`config.mk`:
```
export PLATFORM = sky130hd
export DESIGN_NAME = quality_max_segment_trimmer
export DESIGN_NICKNAME = d
export VERILOG_FILES = /design/src/rtl/qmst_pkg.sv /design/src/rtl/qmst_score.sv /design/src/rtl/qmst_kadane.sv /design/src/rtl/quality_max_segment_trimmer.sv
export VERILOG_INCLUDE_DIRS = /design/src /design/src/rtl
export SDC_FILE = /design/constraint.sdc
export NUM_CORES = 1
export LEC_CHECK = 0
export ABC_AREA = 1
export BUFFER_PORTS_ARGS = -buffer_cell sky130_fd_sc_hd__buf_4
export CAP_MARGIN = 20
export CORE_ASPECT_RATIO = 0.75
export CORE_MARGIN = 10
export CORE_UTILIZATION = 60
export CTS_CLUSTER_SIZE = 25
export DETAILED_ROUTE_END_ITERATION = 7
export PLACE_DENSITY = 0.88
export SYNTH_ARGS = -nofsm -noshare
export SYNTH_HDL_FRONTEND = slang
export SYNTH_SLANG_ARGS = --single-unit
```
`constraint.sdc`:
```
create_clock -name i_clk -period 11.9 [get_ports i_clk]
set_clock_uncertainty 0.05 [all_clocks]
set_input_delay 0 -clock i_clk [delete_from_list [all_inputs] [get_ports i_clk]]
set_output_delay 0 -clock i_clk [all_outputs]
set_load 0.02 [all_outputs]
```
`src/rtl/assert_macros.svh`:
```
// ----------------------------------------------------------------------------
// Assertion macros
// Shared concurrent assertion helpers. Define NO_ASSERTIONS to drop them.
// ----------------------------------------------------------------------------
`ifndef ASSERT_MACROS_SVH
`define ASSERT_MACROS_SVH

`ifndef NO_ASSERTIONS

// Expression must hold at every clock edge outside reset.
`define ASSERT_ALWAYS(label, clk, rst_n, expr) \
    label: assert property (@(posedge clk) disable iff (!(rst_n)) (expr)) \
        else $error("assertion failed: invariant");

// Consequent must hold in the cycle after the antecedent.
`define ASSERT_NEXT(label, clk, rst_n, ante, cons) \
    label: assert property (@(posedge clk) disable iff (!(rst_n)) (ante) |=> (cons)) \
        else $error("assertion failed: next-cycle check");

`else

`define ASSERT_ALWAYS(label, clk, rst_n, expr)
`define ASSERT_NEXT(label, clk, rst_n, ante, cons)

`endif

`endif

```
`src/rtl/qmst_pkg.sv`:
```
// ----------------------------------------------------------------------------
// qmst_pkg
// Types and constants shared by the quality segment trimmer.
// ----------------------------------------------------------------------------
package qmst_pkg;

    localparam int QUAL_W     = 8;
    localparam int OFFSET_W   = 7;
    localparam int CUTOFF_W   = 7;
    localparam int MINLEN_W   = 13;
    localparam int CFG_IDX_W  = 2;
    localparam int CFG_DATA_W = 13;

    // register indexes on the config port
    localparam logic [CFG_IDX_W-1:0] CFG_QUALITY_OFFSET = 2'd0;
    localparam logic [CFG_IDX_W-1:0] CFG_PHRED_CUTOFF   = 2'd1;
    localparam logic [CFG_IDX_W-1:0] CFG_MINIMUM_LENGTH = 2'd2;

    // common ASCII encodings of phred quality
    localparam logic [OFFSET_W-1:0] ILLUMINA_OFFSET = 7'd64;
    localparam logic [OFFSET_W-1:0] SANGER_OFFSET   = 7'd33;

    localparam logic [OFFSET_W-1:0] OFFSET_RESET = ILLUMINA_OFFSET;
    localparam logic [CUTOFF_W-1:0] CUTOFF_RESET = 7'd20;
    localparam logic [MINLEN_W-1:0] MINLEN_RESET = 13'd30;

    typedef enum logic [1:0] {
        SCORE_ZERO = 2'd0,
        SCORE_POS  = 2'd1,
        SCORE_NEG  = 2'd2
    } t_score;

    // one scored base
    typedef struct packed {
        t_score score;
        logic   last;
    } t_item;

    // live configuration
    typedef struct packed {
        logic [OFFSET_W-1:0] offset;
        logic [CUTOFF_W-1:0] cutoff;
        logic [MINLEN_W-1:0] min_len;
    } t_cfg;

endpackage

```
`src/rtl/qmst_score.sv`:
```
// ----------------------------------------------------------------------------
// qmst_score
// Maps a raw quality byte to +1 / 0 / -1 against offset plus cutoff.
// ----------------------------------------------------------------------------
module qmst_score (
    input  logic [qmst_pkg::QUAL_W-1:0] i_quality_char,
    input  logic                        i_last_base,
    input  qmst_pkg::t_cfg              i_cfg,
    output qmst_pkg::t_item             o_item
);
    import qmst_pkg::*;

    logic [QUAL_W-1:0] thresh;

    // offset + cutoff is at most 254, fits the byte width
    assign thresh = QUAL_W'({1'b0, i_cfg.offset}) + QUAL_W'({1'b0, i_cfg.cutoff});

    always_comb begin
        o_item.last = i_last_base;
        if (i_quality_char > thresh) begin
            o_item.score = SCORE_POS;
        end else if (i_quality_char < thresh) begin
            o_item.score = SCORE_NEG;
        end else begin
            o_item.score = SCORE_ZERO;
        end
    end

endmodule

```
`src/rtl/qmst_kadane.sv`:
```
// ----------------------------------------------------------------------------
// qmst_kadane
// Max-sum segment state update and the result register.
// ----------------------------------------------------------------------------
`include "assert_macros.svh"

module qmst_kadane #(
    parameter int MAX_READ_LEN = 4096
) (
    input  logic                                    i_clk,
    input  logic                                    i_rst_n,
    input  qmst_pkg::t_cfg                          i_cfg,
    input  logic                                    i_valid,
    input  qmst_pkg::t_item                         i_item,
    output logic                                    o_ready,
    output logic                                    o_out_valid,
    input  logic                                    i_out_ready,
    output logic [$clog2(MAX_READ_LEN)-1:0]         o_trim_start,
    output logic [$clog2(MAX_READ_LEN)-1:0]         o_trim_end,
    output logic [$clog2(MAX_READ_LEN+1)-1:0]       o_best_sum,
    output logic                                    o_keep_read
);
    import qmst_pkg::*;

    localparam int IW = $clog2(MAX_READ_LEN);
    localparam int SW = $clog2(MAX_READ_LEN + 1);
    localparam int LW = (IW + 1 > MINLEN_W) ? IW + 1 : MINLEN_W;
    localparam logic [IW-1:0] IDX_MAX = IW'(MAX_READ_LEN - 1);
    localparam logic [SW-1:0] SUM_MAX = SW'(MAX_READ_LEN);

    logic [IW-1:0] r_base_index;
    logic [SW-1:0] r_running_sum;
    logic [SW-1:0] r_best_score;
    logic [IW-1:0] r_cand_start;
    logic [IW-1:0] r_best_start;
    logic [IW-1:0] r_best_end;

    logic          r_out_valid;
    logic [IW-1:0] r_trim_start;
    logic [IW-1:0] r_trim_end;
    logic [SW-1:0] r_best_sum;
    logic          r_keep_read;

    logic [IW-1:0] idx_inc;
    logic [SW-1:0] n_running_sum;
    logic [SW-1:0] n_best_score;
    logic [IW-1:0] n_cand_start;
    logic [IW-1:0] n_best_start;
    logic [IW-1:0] n_best_end;
    logic          went_neg;
    logic [IW:0]   span;
    logic [IW:0]   seg_len;
    logic [IW-1:0] n_trim_start;
    logic [IW-1:0] n_trim_end;
    logic [SW-1:0] n_best_sum;
    logic          n_keep_read;
    logic          step;

    // a last base needs room in the result register
    assign o_ready = !i_item.last || !r_out_valid || i_out_ready;
    assign step    = i_valid && o_ready;

    assign idx_inc = (r_base_index < IDX_MAX) ? r_base_index + 1'b1 : IDX_MAX;

    always_comb begin
        n_running_sum = r_running_sum;
        went_neg      = 1'b0;
        unique case (i_item.score)
            SCORE_POS: begin
                if (r_running_sum != SUM_MAX) begin
                    n_running_sum = r_running_sum + 1'b1;
                end
            end
            SCORE_NEG: begin
                if (r_running_sum == '0) begin
                    went_neg = 1'b1;
                end else begin
                    n_running_sum = r_running_sum - 1'b1;
                end
            end
            default: begin
            end
        endcase

        n_best_score = r_best_score;
        n_best_start = r_best_start;
        n_best_end   = r_best_end;
        n_cand_start = r_cand_start;
        if (n_running_sum > r_best_score) begin
            n_best_score = n_running_sum;
            n_best_start = r_cand_start;
            n_best_end   = r_base_index;
        end else if (went_neg) begin
            n_cand_start = idx_inc;
        end

        span    = {1'b0, n_best_end} - {1'b0, n_best_start} + 1'b1;
        seg_len = (n_best_end >= n_best_start) ? span : (IW+1)'(1);

        // zero cutoff: keep the whole read
        if (i_cfg.cutoff == '0) begin
            n_trim_start = '0;
            n_trim_end   = r_base_index;
            n_best_sum   = '0;
            n_keep_read  = 1'b1;
        end else begin
            n_trim_start = n_best_start;
            n_trim_end   = n_best_end;
            n_best_sum   = n_best_score;
            n_keep_read  = LW'(seg_len) >= LW'(i_cfg.min_len);
        end
    end

    always_ff @(posedge i_clk) begin
        if (!i_rst_n) begin
            r_base_index  <= '0;
            r_running_sum <= '0;
            r_best_score  <= '0;
            r_cand_start  <= '0;
            r_best_start  <= '0;
            r_best_end    <= '0;
        end else if (step) begin
            if (i_item.last) begin
                r_base_index  <= '0;
                r_running_sum <= '0;
                r_best_score  <= '0;
                r_cand_start  <= '0;
                r_best_start  <= '0;
                r_best_end    <= '0;
            end else begin
                r_base_index  <= idx_inc;
                r_running_sum <= n_running_sum;
                r_best_score  <= n_best_score;
                r_cand_start  <= n_cand_start;
                r_best_start  <= n_best_start;
                r_best_end    <= n_best_end;
            end
        end
    end

    always_ff @(posedge i_clk) begin
        if (!i_rst_n) begin
            r_out_valid <= 1'b0;
        end else if (step && i_item.last) begin
            r_out_valid <= 1'b1;
        end else if (i_out_ready) begin
            r_out_valid <= 1'b0;
        end
    end

    always_ff @(posedge i_clk) begin
        if (step && i_item.last) begin
            r_trim_start <= n_trim_start;
            r_trim_end   <= n_trim_end;
            r_best_sum   <= n_best_sum;
            r_keep_read  <= n_keep_read;
        end
    end

    assign o_out_valid  = r_out_valid;
    assign o_trim_start = r_trim_start;
    assign o_trim_end   = r_trim_end;
    assign o_best_sum   = r_best_sum;
    assign o_keep_read  = r_keep_read;

    `ASSERT_ALWAYS(a_sum_bounded, i_clk, i_rst_n, r_running_sum <= SUM_MAX)
    `ASSERT_ALWAYS(a_best_covers_sum, i_clk, i_rst_n, r_best_score >= r_running_sum)
    `ASSERT_ALWAYS(a_best_ordered, i_clk, i_rst_n, r_best_start <= r_best_end)
    `ASSERT_ALWAYS(a_cand_behind, i_clk, i_rst_n, r_cand_start <= r_base_index)
    `ASSERT_NEXT(a_clear_after_read, i_clk, i_rst_n, step && i_item.last, r_base_index == '0 && r_best_score == '0 && r_out_valid)

endmodule

```
`src/rtl/quality_max_segment_trimmer.sv`:
```
// ----------------------------------------------------------------------------
// quality_max_segment_trimmer
// Streams one quality byte per base and reports the maximum-score segment of
// each read on its last base.
//
// Each accepted request carries one quality byte and a last-base flag. The
// byte is scored +1, 0 or -1 against the encoding offset plus the phred cutoff
// when it is taken into the input register; when the core takes it from there,
// the running-sum search updates its state and, on a last base, loads the
// result register with the best segment bounds (inclusive), its score and the
// keep flag, then clears for the next read. Throughput is one base per cycle
// while the input does not stall: the running-sum update is the only loop, and
// the input register accepts a new base while a result still waits in the
// output register. o_out_valid rises once the last base has passed the input
// register and then loaded the result register; a stall can hold it in the
// input register between the two. The input side stalls only when a last base
// meets a full result register that is not being drained.
// A cutoff of zero keeps the whole read (start 0, end at the last index, sum
// 0). Bases past MAX_READ_LEN-1 are scored at the saturated index. The config
// port is always ready. The user must let a write land mid-read only while no
// base is waiting in the input register; the block itself does not enforce it.
// ----------------------------------------------------------------------------
module quality_max_segment_trimmer #(
    parameter int MAX_READ_LEN = 4096
) (
    input  logic                                i_clk,
    input  logic                                i_rst_n,
    // base requests
    input  logic                                i_in_valid,
    output logic                                o_in_ready,
    input  logic [qmst_pkg::QUAL_W-1:0]         i_quality_char,
    input  logic                                i_last_base,
    // trim results
    output logic                                o_out_valid,
    input  logic                                i_out_ready,
    output logic [$clog2(MAX_READ_LEN)-1:0]     o_trim_start,
    output logic [$clog2(MAX_READ_LEN)-1:0]     o_trim_end,
    output logic [$clog2(MAX_READ_LEN+1)-1:0]   o_best_sum,
    output logic                                o_keep_read,
    // register writes
    input  logic                                i_cfg_valid,
    output logic                                o_cfg_ready,
    input  logic [qmst_pkg::CFG_IDX_W-1:0]      i_cfg_index,
    input  logic [qmst_pkg::CFG_DATA_W-1:0]     i_cfg_data
);
    import qmst_pkg::*;

    t_cfg  r_cfg;
    logic  r_in_valid;
    t_item r_in_item;
    t_item scored;
    logic  core_ready;
    logic  in_take;

    // ---- configuration registers ----
    assign o_cfg_ready = 1'b1;

    always_ff @(posedge i_clk) begin
        if (!i_rst_n) begin
            r_cfg.offset  <= OFFSET_RESET;
            r_cfg.cutoff  <= CUTOFF_RESET;
            r_cfg.min_len <= MINLEN_RESET;
        end else if (i_cfg_valid) begin
            unique case (i_cfg_index)
                CFG_QUALITY_OFFSET: r_cfg.offset  <= i_cfg_data[OFFSET_W-1:0];
                CFG_PHRED_CUTOFF:   r_cfg.cutoff  <= i_cfg_data[CUTOFF_W-1:0];
                CFG_MINIMUM_LENGTH: r_cfg.min_len <= i_cfg_data[MINLEN_W-1:0];
                default: begin
                end
            endcase
        end
    end

    // ---- scoring into the input register ----
    qmst_score u_score (
        .i_quality_char (i_quality_char),
        .i_last_base    (i_last_base),
        .i_cfg          (r_cfg),
        .o_item         (scored)
    );

    // input register frees up whenever the core takes its item
    assign o_in_ready = !r_in_valid || core_ready;
    assign in_take    = i_in_valid && o_in_ready;

    always_ff @(posedge i_clk) begin
        if (!i_rst_n) begin
            r_in_valid <= 1'b0;
        end else if (in_take) begin
            r_in_valid <= 1'b1;
        end else if (core_ready) begin
            r_in_valid <= 1'b0;
        end
    end

    always_ff @(posedge i_clk) begin
        if (in_take) begin
            r_in_item <= scored;
        end
    end

    // ---- segment search and result register ----
    qmst_kadane #(
        .MAX_READ_LEN (MAX_READ_LEN)
    ) u_kadane (
        .i_clk        (i_clk),
        .i_rst_n      (i_rst_n),
        .i_cfg        (r_cfg),
        .i_valid      (r_in_valid),
        .i_item       (r_in_item),
        .o_ready      (core_ready),
        .o_out_valid  (o_out_valid),
        .i_out_ready  (i_out_ready),
        .o_trim_start (o_trim_start),
        .o_trim_end   (o_trim_end),
        .o_best_sum   (o_best_sum),
        .o_keep_read  (o_keep_read)
    );

endmodule

```
==> results of run 1 <==
tightest hold or removal path, stage by stage:
cell     delay, ns
buf_4         0.11
inv_1         0.06
nor3_1        0.11
nand2_1       0.08
nand3_1       0.07
worst paths after layout:
kind,to,slack (ns),depth (start not counted)
max,u_kadane.o_keep_read,4.96,31
min,r_cfg[17],0.0009,5
max reg2reg,u_kadane.o_keep_read,4.96,31
min reg2reg,r_cfg[8],0.42,2
layer usage:
layer	global-route usage (%)	vias up	part of all wire [%]
li1	-	4130	-
met5	0	-	0
met1	32.1	3871	44
met4	9.24	0	2.3
met3	4.95	55	9.8
met2	36.2	463	44
kinds of logic (layout without fill, tap and decap cells):
group           Yosys count  in the layout  share of synthesized area, %
simple gates            511            511                          24.7
compound gates          250            250                          16.2
buf+inv                 203            287                          9.59
flops                   144            144                          36.8
fa+ha+maj                73             73                          10.5
xor+xnor                 22             22                          2.15
other cells               1              1                        0.0419
cell type report:
type	instances	area [um^2]	area share (%)
multi-input combinational	857	4810	46.5
sequential	144	3290	31.8
timing repair buffer	97	788	7.62
inverter	158	596	5.76
clock buffer	20	500	4.84
tap	200	250	2.42
clock inverter	12	104	1.00
timing repair:
| item | CTS | global route |
|---|---|---|
| setup endpoints to repair | 0 | 0 |
| buffers inserted | 0 | 0 |
| hold endpoints to repair | 36 | 0 |
| hold buffers | 24 | 0 |
stage by stage:
stage	utilization (%)	worst slack (ns)	cells	instance area (um^2)
finish	71.1	4.96	1488	10300
floorplan	-	6.38	1204	8960
global placement	65.3	5.31	1432	9500
detailed placement	65.3	5.12	1432	9500
global route	71.1	4.31	1488	10300
CTS	71.1	5.07	1488	10300
cell usage in the layout (no fill, tap or decap), drive strengths merged, types with 3 or more instances in the layout:
master / count
nand2: 294
dlygate4sd3: 24
clkbuf: 20
o21a: 7
xnor2: 7
nor4: 3
nand3: 76
nor2: 99
fa: 4
buf: 73
nor3: 15
o22ai: 8
dfxtp: 103
a211oi: 9
inv: 163
a21oi: 122
nand4: 15
ha: 69
edfxtp: 41
o211ai: 6
xor2: 15
o21ai: 86
clkinv: 7
or2: 4
sequential cells by signal (all words and copies together) (netlist names):
register,flops
u_kadane.r_best_start,12
u_kadane.r_best_end,12
u_kadane.o_out_valid,1
u_kadane.r_cand_start,12
u_kadane.o_trim_start,12
u_kadane.r_base_index,12
u_kadane.o_keep_read,1
u_kadane.r_running_sum,13
r_cfg,27
u_kadane.o_trim_end,12
u_kadane.o_best_sum,13
r_in_item,3
r_in_valid,1
u_kadane.r_best_score,13
report_power, final:
part | switching, uW | internal, uW | total, uW
sequential | 18.1 | 561 | 579
combinational | 740 | 390 | 1130
clock | 241 | 312 | 553
==> run_results.csv, run 1 <==
group,metric,value,unit
power_and_ir_drop,power.density,219,nW/um^2
run_status,status,"finished, final reports clean",
worst_setup_path,critPathBufInv,8,
grt,grt_pass1_wl,40.2,mm
timing,slew_viol_final,0,
grt,track_usage,23.7,%
synthesis,synthTopCellsByArea,"dfxtp_1, edfxtp_1, nand2_1, ha_1, inv_1",
place,portBuffers,68,
routing,vias,8519,
clocking,cts_resized,0,
synthesis,async_flop_share,0,%
synthesis,yosysWarnings,0,
floorplan,pin_count,70,
timing,fin_hold_ws,0.000903,ns
synthesis,yosys.area.top_type,"dfxtp_1",
worst_setup_path,critPathKind,"flip-flop to flip-flop",
floorplan,die-width,161,um
clocking,cts_tree,"built",
floorplan,std_cell_rows,38,
routing,drt-initial-drc-count,1135,
synthesis,ys_top_cells_by_count,"nand2_1, inv_1, a21oi_1, dfxtp_1, nor2_1",
hold_path,min_path_type,"input pin to flip-flop",
hold_path,min_from,"i_cfg_valid",
routing,totalWireLength,24.7,mm
synthesis,syn_nets,1306,
timing,tightestPinTransition,1.13,ns
routing,drc,0,
final_layout,drive_above_1_share,12.8,%
timing,fmax,144,MHz
worst_setup_path,reg2reg_from,"r_in_item[2]",
timing,hold_viol_final,0,
synthesis,avgSynthCellArea,7.44,um^2
clocking,clk_pin_slew,0.07,ns
power_and_ir_drop,total_power,2260,uW
timing,finalCritPeriodShare,58.3,%
worst_setup_path,cp-end-kind,"flip-flop",
worst_setup_path,critPathLaunch,"r_in_item[2]",
worst_setup_path,cp.required,12.00,ns
grt,grt_max_degree,65,
clocking,cts_htree_levels,4,
routing,wl_per_cell,16.6,um
synthesis,synthCells,1204,
clocking,worstSkewPairLatency,0.44,ns
power_and_ir_drop,p_leak,0.00449,uW
place,dp_hpwl,16.8,mm
synthesis,synth_area,8960,um^2
final_layout,num-fill-cells,1124,
grt,antenna_found_initial,0,
clocking,clock-root-buffer,"clkbuf_16",
timing,tns,0,ns
worst_setup_path,path_delay_family,"adder cells",
synthesis,synth_ff_type,"dfxtp_1",
timing,rsz0062_at_grt,"no",
routing,vias_per_cell,5.73,
routing,antenna_left,0,
worst_setup_path,slowest_delay,0.57,ns
flow_run,maxCapViolations,0,
final_layout,n_antenna_cell,0,
worst_setup_path,critPathMaxFanout,56,
power_and_ir_drop,peakVddDrop,118,uV
floorplan,die_h,126,um
synthesis,synth_top_area_share,23.0,%
grt,grt_pass1_vias,8072,
clocking,cts-buffers-inserted,17,
clocking,clock_sinks,144,
final_layout,finalNetCount,1377,
timing,relSlewSlack,24.5,%
place,place.gp.congestion,0.945,
routing,drt_pass1_iterations,8,
synthesis,synth-edff-count,41,
timing,setup_violations,0,
worst_setup_path,critPathSlowestCell,"nand2_4",
synthesis,synth.most_common_cell,"nand2_1",
grt,grt-ovfl-total,0,
synthesis,yosysSeqAreaShare,36.8,%
final_layout,syn2layout_area_growth,15.4,%
timing,min_period,6.94,ns
worst_setup_path,start_kind,"flip-flop",
synthesis,ys_types,53,
floorplan,placeableCoreArea,14500,um^2
synthesis,synth_seq_cells,144,
floorplan,die-area,20300,um^2
floorplan,initial_core_util,61.6,%
clocking,cts_buffer_depth,2,
worst_setup_path,critical_path_arrival,7.04,ns
Note: power is estimated with default switching activity, not from simulation.
==> inputs of run 2 (changes only) <==
Settings changed: CORE_UTILIZATION 60 to 55, PLACE_DENSITY 0.88 to 0.85.
Clock period 11.9 ns to 6 ns, I/O delays scaled along.
==> run_results.csv, run 2 (synthesis gave the netlist of run 1 again) <==
group,metric,value,unit
run_status,status,"finished, final reports clean",
routing,vias_per_cell,5.69,
power_and_ir_drop,peakVddDrop,247,uV
hold_path,min_path_type,"input pin to flip-flop",
place,dp_hpwl,17.1,mm
routing,totalWireLength,25.3,mm
timing,hold_viol_final,0,
routing,wl_per_cell,16.5,um
grt,antenna_found_initial,0,
clocking,worstSkewPairLatency,0.44,ns
routing,antenna_left,0,
worst_setup_path,critPathSlowestCell,"dfxtp_4",
final_layout,num-fill-cells,1297,
place,place.gp.congestion,0.985,
final_layout,final_cell_mix,"nand2_1, inv_1, a21oi_1, buf_4, dfxtp_1",
worst_setup_path,start_kind,"flip-flop",
final_layout,drive_above_1_share,17.5,%
worst_setup_path,cp.required,6.09,ns
flow_run,maxCapViolations,0,
final_layout,syn2layout_area_growth,19.9,%
timing,tightestPinTransition,1.00,ns
grt,grt-ovfl-total,0,
worst_setup_path,critPathKind,"flip-flop to flip-flop",
clocking,clock-root-buffer,"clkbuf_16",
grt,grt_pass1_wl,39.6,mm
place,portBuffers,68,
final_layout,fin_util,67.1,%
timing,finalCritPeriodShare,95.7,%
floorplan,die-area,21800,um^2
final_layout,finalNetCount,1411,
routing,drt-initial-drc-count,968,
worst_setup_path,cp-end-kind,"flip-flop",
routing,drc,0,
final_layout,regMostFlops,"r_cfg",
final_layout,largest_reg_flops,27,
floorplan,placeableCoreArea,16000,um^2
clocking,cts_buffer_depth,2,
grt,track_usage,21.9,%
clocking,cts_htree_levels,4,
routing,vias,8719,
worst_setup_path,critical_path_arrival,5.83,ns
worst_setup_path,critPathMaxFanout,14,
place,placed_cells,1467,
timing,min_period,5.74,ns
timing,tns,0,ns
floorplan,die_h,131,um
clocking,clk_pin_slew,0.06,ns
clocking,clock_sinks,144,
timing,relSlewSlack,32.8,%
final_layout,layout_commonest_cell,"nand2_1",
floorplan,die-width,167,um
routing,drt_pass1_iterations,6,
timing,slew_viol_final,0,
clocking,cts_tree,"built",
timing,fmax,174,MHz
floorplan,pin_count,70,
final_layout,n_antenna_cell,0,
floorplan,initial_core_util,55.9,%
worst_setup_path,path_delay_family,"simple AND/OR/NAND/NOR gates",
final_layout,final_cells,1532,
grt,grt_pass1_vias,8040,
worst_setup_path,slowest_delay,0.38,ns
power_and_ir_drop,power.density,438,nW/um^2
timing,setup_violations,0,
grt,grt_max_degree,66,
final_layout,regArea,3310,um^2
power_and_ir_drop,p_leak,0.00467,uW
clocking,cts-buffers-inserted,17,
floorplan,std_cell_rows,40,
final_layout,multi_input_area,4970,um^2
worst_setup_path,critPathBufInv,2,
-- run 2: cell type report --
cell class	count	share of cell area, %
Multi-Input combinational cell	857	46.3
Sequential cell	144	30.8
Timing Repair Buffer	131	9.99
Inverter	158	5.54
Clock buffer	19	4.12
Tap cell	210	2.45
Clock inverter	13	0.792
-- run 2: routing by layer --
metal,track usage (%),vias up,part of all wire (%)
met5,0,-,0
met2,32.9,493,44
met1,30.1,3989,44
met4,6.18,0,1.7
li1,-,4181,-
met3,6.36,56,10
-- run 2: power breakdown --
| part | leakage, uW | internal [uW] | total, uW | switching [uW] |
|---|---|---|---|---|
| clock network | 0.000268 | 538 | 974 | 436 |
| logic | 0.00318 | 987 | 2580 | 1600 |
| registers | 0.00123 | 1110 | 1150 | 34.9 |
-- run 2: metrics by stage --
stage	hold WS, ns	worst slack, ns	total power (uW)	area [um^2]
final	0.0432	0.255	4710	10700
after global routing	0.0678	-0.0887	4990	10700
after CTS	0.0231	0.0257	4460	10500
after detailed placement	0.131	-0.249	3440	9710
after global placement	0.129	0.0227	3380	9710
after floorplan	0.0489	0.482	2920	8960
-- run 2: final timing paths --
check / start / end / slack (ns) / cells after the start
min: i_cfg_valid / r_cfg[15] / 0.04 / 5
max reg2reg: u_kadane.r_running_sum[1] / u_kadane.o_keep_read / 0.26 / 34
max: u_kadane.r_running_sum[1] / u_kadane.o_keep_read / 0.26 / 34
min reg2reg: u_kadane.r_cand_start[3] / u_kadane.r_cand_start[3] / 0.42 / 2
-- run 2: timing repair --
item	4_1_cts	5_1_grt
setup endpoints to repair	1	1
endpoints found under the hold margin	37	0
pin swaps	1	8
hold buffers	24	0
gates cloned	0	1
buffers inserted	3	5
gates resized for setup	6	43
-- run 2: worst register-to-register path: cells and delay by family, from the launching register on --
family,cells,cell delay (ns)
flip-flops,1,0.38
adder cells (fa/ha/maj),5,1.46
AND/OR/NAND/NOR,18,2.00
buffers and inverters,2,0.28
XOR/XNOR,1,0.17
AO/OA/AOI/OAI,8,1.14
==> inputs of run 3 (changes only) <==
Settings changed: SYNTH_HIERARCHICAL set to 1.
==> run_results.csv, run 3 <==
group,metric,value,unit
routing,vias_per_cell,5.71,
power_and_ir_drop,p_leak,0.00509,uW
synthesis,synth_area,9380,um^2
worst_setup_path,cp.required,6.12,ns
flow_run,maxCapViolations,0,
final_layout,largest_reg_flops,27,
synthesis,synth_ff_type,"dfxtp_1",
final_layout,layout_commonest_cell,"nand2_1",
synthesis,yosysWarnings,6,
timing,relSlewSlack,29.1,%
timing,hold_viol_final,0,
timing,fmax,169,MHz
timing,slew_viol_final,0,
synthesis,synth_seq_cells,144,
synthesis,yosysSeqAreaShare,35.1,%
final_layout,final_cell_mix,"nand2_1, inv_1, a21oi_1, nor2_1, buf_4",
final_layout,fin_util,67.7,%
place,place.gp.congestion,0.947,
worst_setup_path,critPathSlowestCell,"dfxtp_2",
synthesis,synth.most_common_cell,"nand2_1",
timing,tns,0,ns
clocking,clock-root-buffer,"clkbuf_16",
floorplan,die-width,171,um
power_and_ir_drop,power.density,437,nW/um^2
worst_setup_path,critPathKind,"flip-flop to flip-flop",
grt,track_usage,23.1,%
clocking,cts_htree_levels,4,
grt,grt_max_degree,63,
clocking,clk_pin_slew,0.06,ns
place,dp_hpwl,17.6,mm
synthesis,ys_top_cells_by_count,"nand2_1, inv_1, nor2_1, a21oi_1, dfxtp_1",
place,portBuffers,68,
synthesis,yosys.area.top_type,"dfxtp_1",
worst_setup_path,critical_path_arrival,6.05,ns
timing,min_period,5.93,ns
synthesis,syn_nets,1407,
final_layout,regMostFlops,"r_cfg",
synthesis,synthCells,1305,
worst_setup_path,cp-end-kind,"flip-flop",
synthesis,synthTopCellsByArea,"dfxtp_1, edfxtp_1, nand2_1, ha_1, inv_1",
floorplan,placeableCoreArea,16800,um^2
synthesis,synth-edff-count,41,
floorplan,initial_core_util,55.9,%
synthesis,avgSynthCellArea,7.19,um^2
clocking,cts-buffers-inserted,17,
grt,antenna_found_initial,1,
clocking,worstSkewPairLatency,0.44,ns
worst_setup_path,crit_top_cell,"nand2_1",
routing,vias,9357,
grt,grt_pass1_vias,8741,
synthesis,ys_types,54,
timing,setup_violations,0,
timing,finalCritPeriodShare,98.8,%
synthesis,async_flop_share,0,%
synthesis,synth_top_area_share,22.0,%
routing,wl_per_cell,16.9,um
routing,drt-initial-drc-count,1005,
floorplan,std_cell_rows,41,
grt,grt-ovfl-total,0,
worst_setup_path,critPathMaxFanout,8,
final_layout,drive_above_1_share,19.0,%
worst_setup_path,start_kind,"flip-flop",
timing,fin_hold_ws,0.127,ns
power_and_ir_drop,peakVddDrop,262,uV
run_status,status,"finished, final reports clean",
grt,grt_pass1_wl,43.1,mm
floorplan,die-area,22700,um^2
routing,drt_pass1_iterations,6,
clocking,clock_sinks,144,
worst_setup_path,slowest_delay,0.45,ns
clocking,cts_buffer_depth,2,
routing,totalWireLength,27.6,mm
final_layout,finalNetCount,1512,
clocking,cts_tree,"built",
final_layout,num-fill-cells,1219,
routing,antenna_left,0,
hold_path,min_path_type,"input pin to flip-flop",
floorplan,pin_count,70,
final_layout,syn2layout_area_growth,21.1,%
routing,drc,0,
floorplan,die_h,133,um
timing,tightestPinTransition,1.06,ns
[run 3: changes by cell type after synthesis, sizes merged, moves of 4 or more]
cell   before  now
nor3       15    8
nand4      15   19
inv       154  181
o21ai      86   70
nand3      76   84
nand2     294  346
nor2       99  126
buf        18   29
[run 3: cell type report]
type	count	area, um^2	share of cell area (%)
Sequential cell	144	3310	29.1
Timing Repair inverter	1	5.00	0.0440
Clock inverter	14	121	1.07
Antenna cell	1	2.50	0.0220
Timing Repair Buffer	140	1160	10.2
Multi-Input combinational cell	921	5350	47.1
Tap cell	215	269	2.37
Clock buffer	18	439	3.86
Inverter	185	708	6.23
[run 3: power by group]
part,leakage [uW],internal (uW),switching [uW]
combinational,0.00358,1050,1740
clock,0.000278,555,468
sequential,0.00123,1110,42.1
[run 3: per-stage QoR]
stage | instances | setup WS, ns | total power [uW] | area (um^2)
finish | 1639 | 0.0747 | 4970 | 11400
global route | 1639 | -0.140 | 5270 | 11400
CTS | 1619 | 0.0339 | 4510 | 10900
detailed placement | 1551 | 0.0107 | 3450 | 10000
global placement | 1551 | 0.176 | 3400 | 10000
floorplan | 1305 | 0.454 | 3000 | 9380
[run 3: layer usage]
metal,routed length (um),GRT usage (%)
met5,0,0
met4,805,9.73
met3,2520,5.02
met2,12600,36.0
met1,11700,30.1
[run 3: cell families (layout without fill, tap and decap cells)]
family	Yosys count	in the layout	share of synthesized area [%]
flip-flops	144	144	35.1
buffers and inverters	242	358	10.9
AO/OA/AOI/OAI	230	230	14.4
adder cells (fa/ha/maj)	73	73	10.1
AND/OR/NAND/NOR	596	598	27.7
other	1	2	0.0400
XOR/XNOR	19	19	1.77
[run 3: critical path, delay by kind of cell, from the launching register on]
family          cells  cell delay [ns]
buf+inv             9             0.74
compound gates      9             1.34
flops               1             0.45
fa+ha+maj           5             1.26
xor+xnor            1             0.16
simple gates       15             1.67
[run 3: repair_timing]
item	CTS	global route
setup endpoints to repair	1	1
gates cloned	0	3
pin swaps	0	25
endpoints found under the hold margin	36	0
setup buffers	0	16
resized for setup	1	91
hold buffers	36	0
[run 3: path summary, 6_finish.rpt]
kind / endpoint / cells after the start / from / slack (ns)
setup / recovery: u_kadane/o_keep_read / 39 / u_kadane/r_running_sum[4] / 0.07
hold / removal: r_in_item[1] / 5 / i_quality_char[2] / 0.13
setup reg to reg: u_kadane/o_keep_read / 39 / u_kadane/r_running_sum[4] / 0.07
hold reg to reg: u_kadane/r_cand_start[3] / 2 / u_kadane/r_cand_start[3] / 0.42
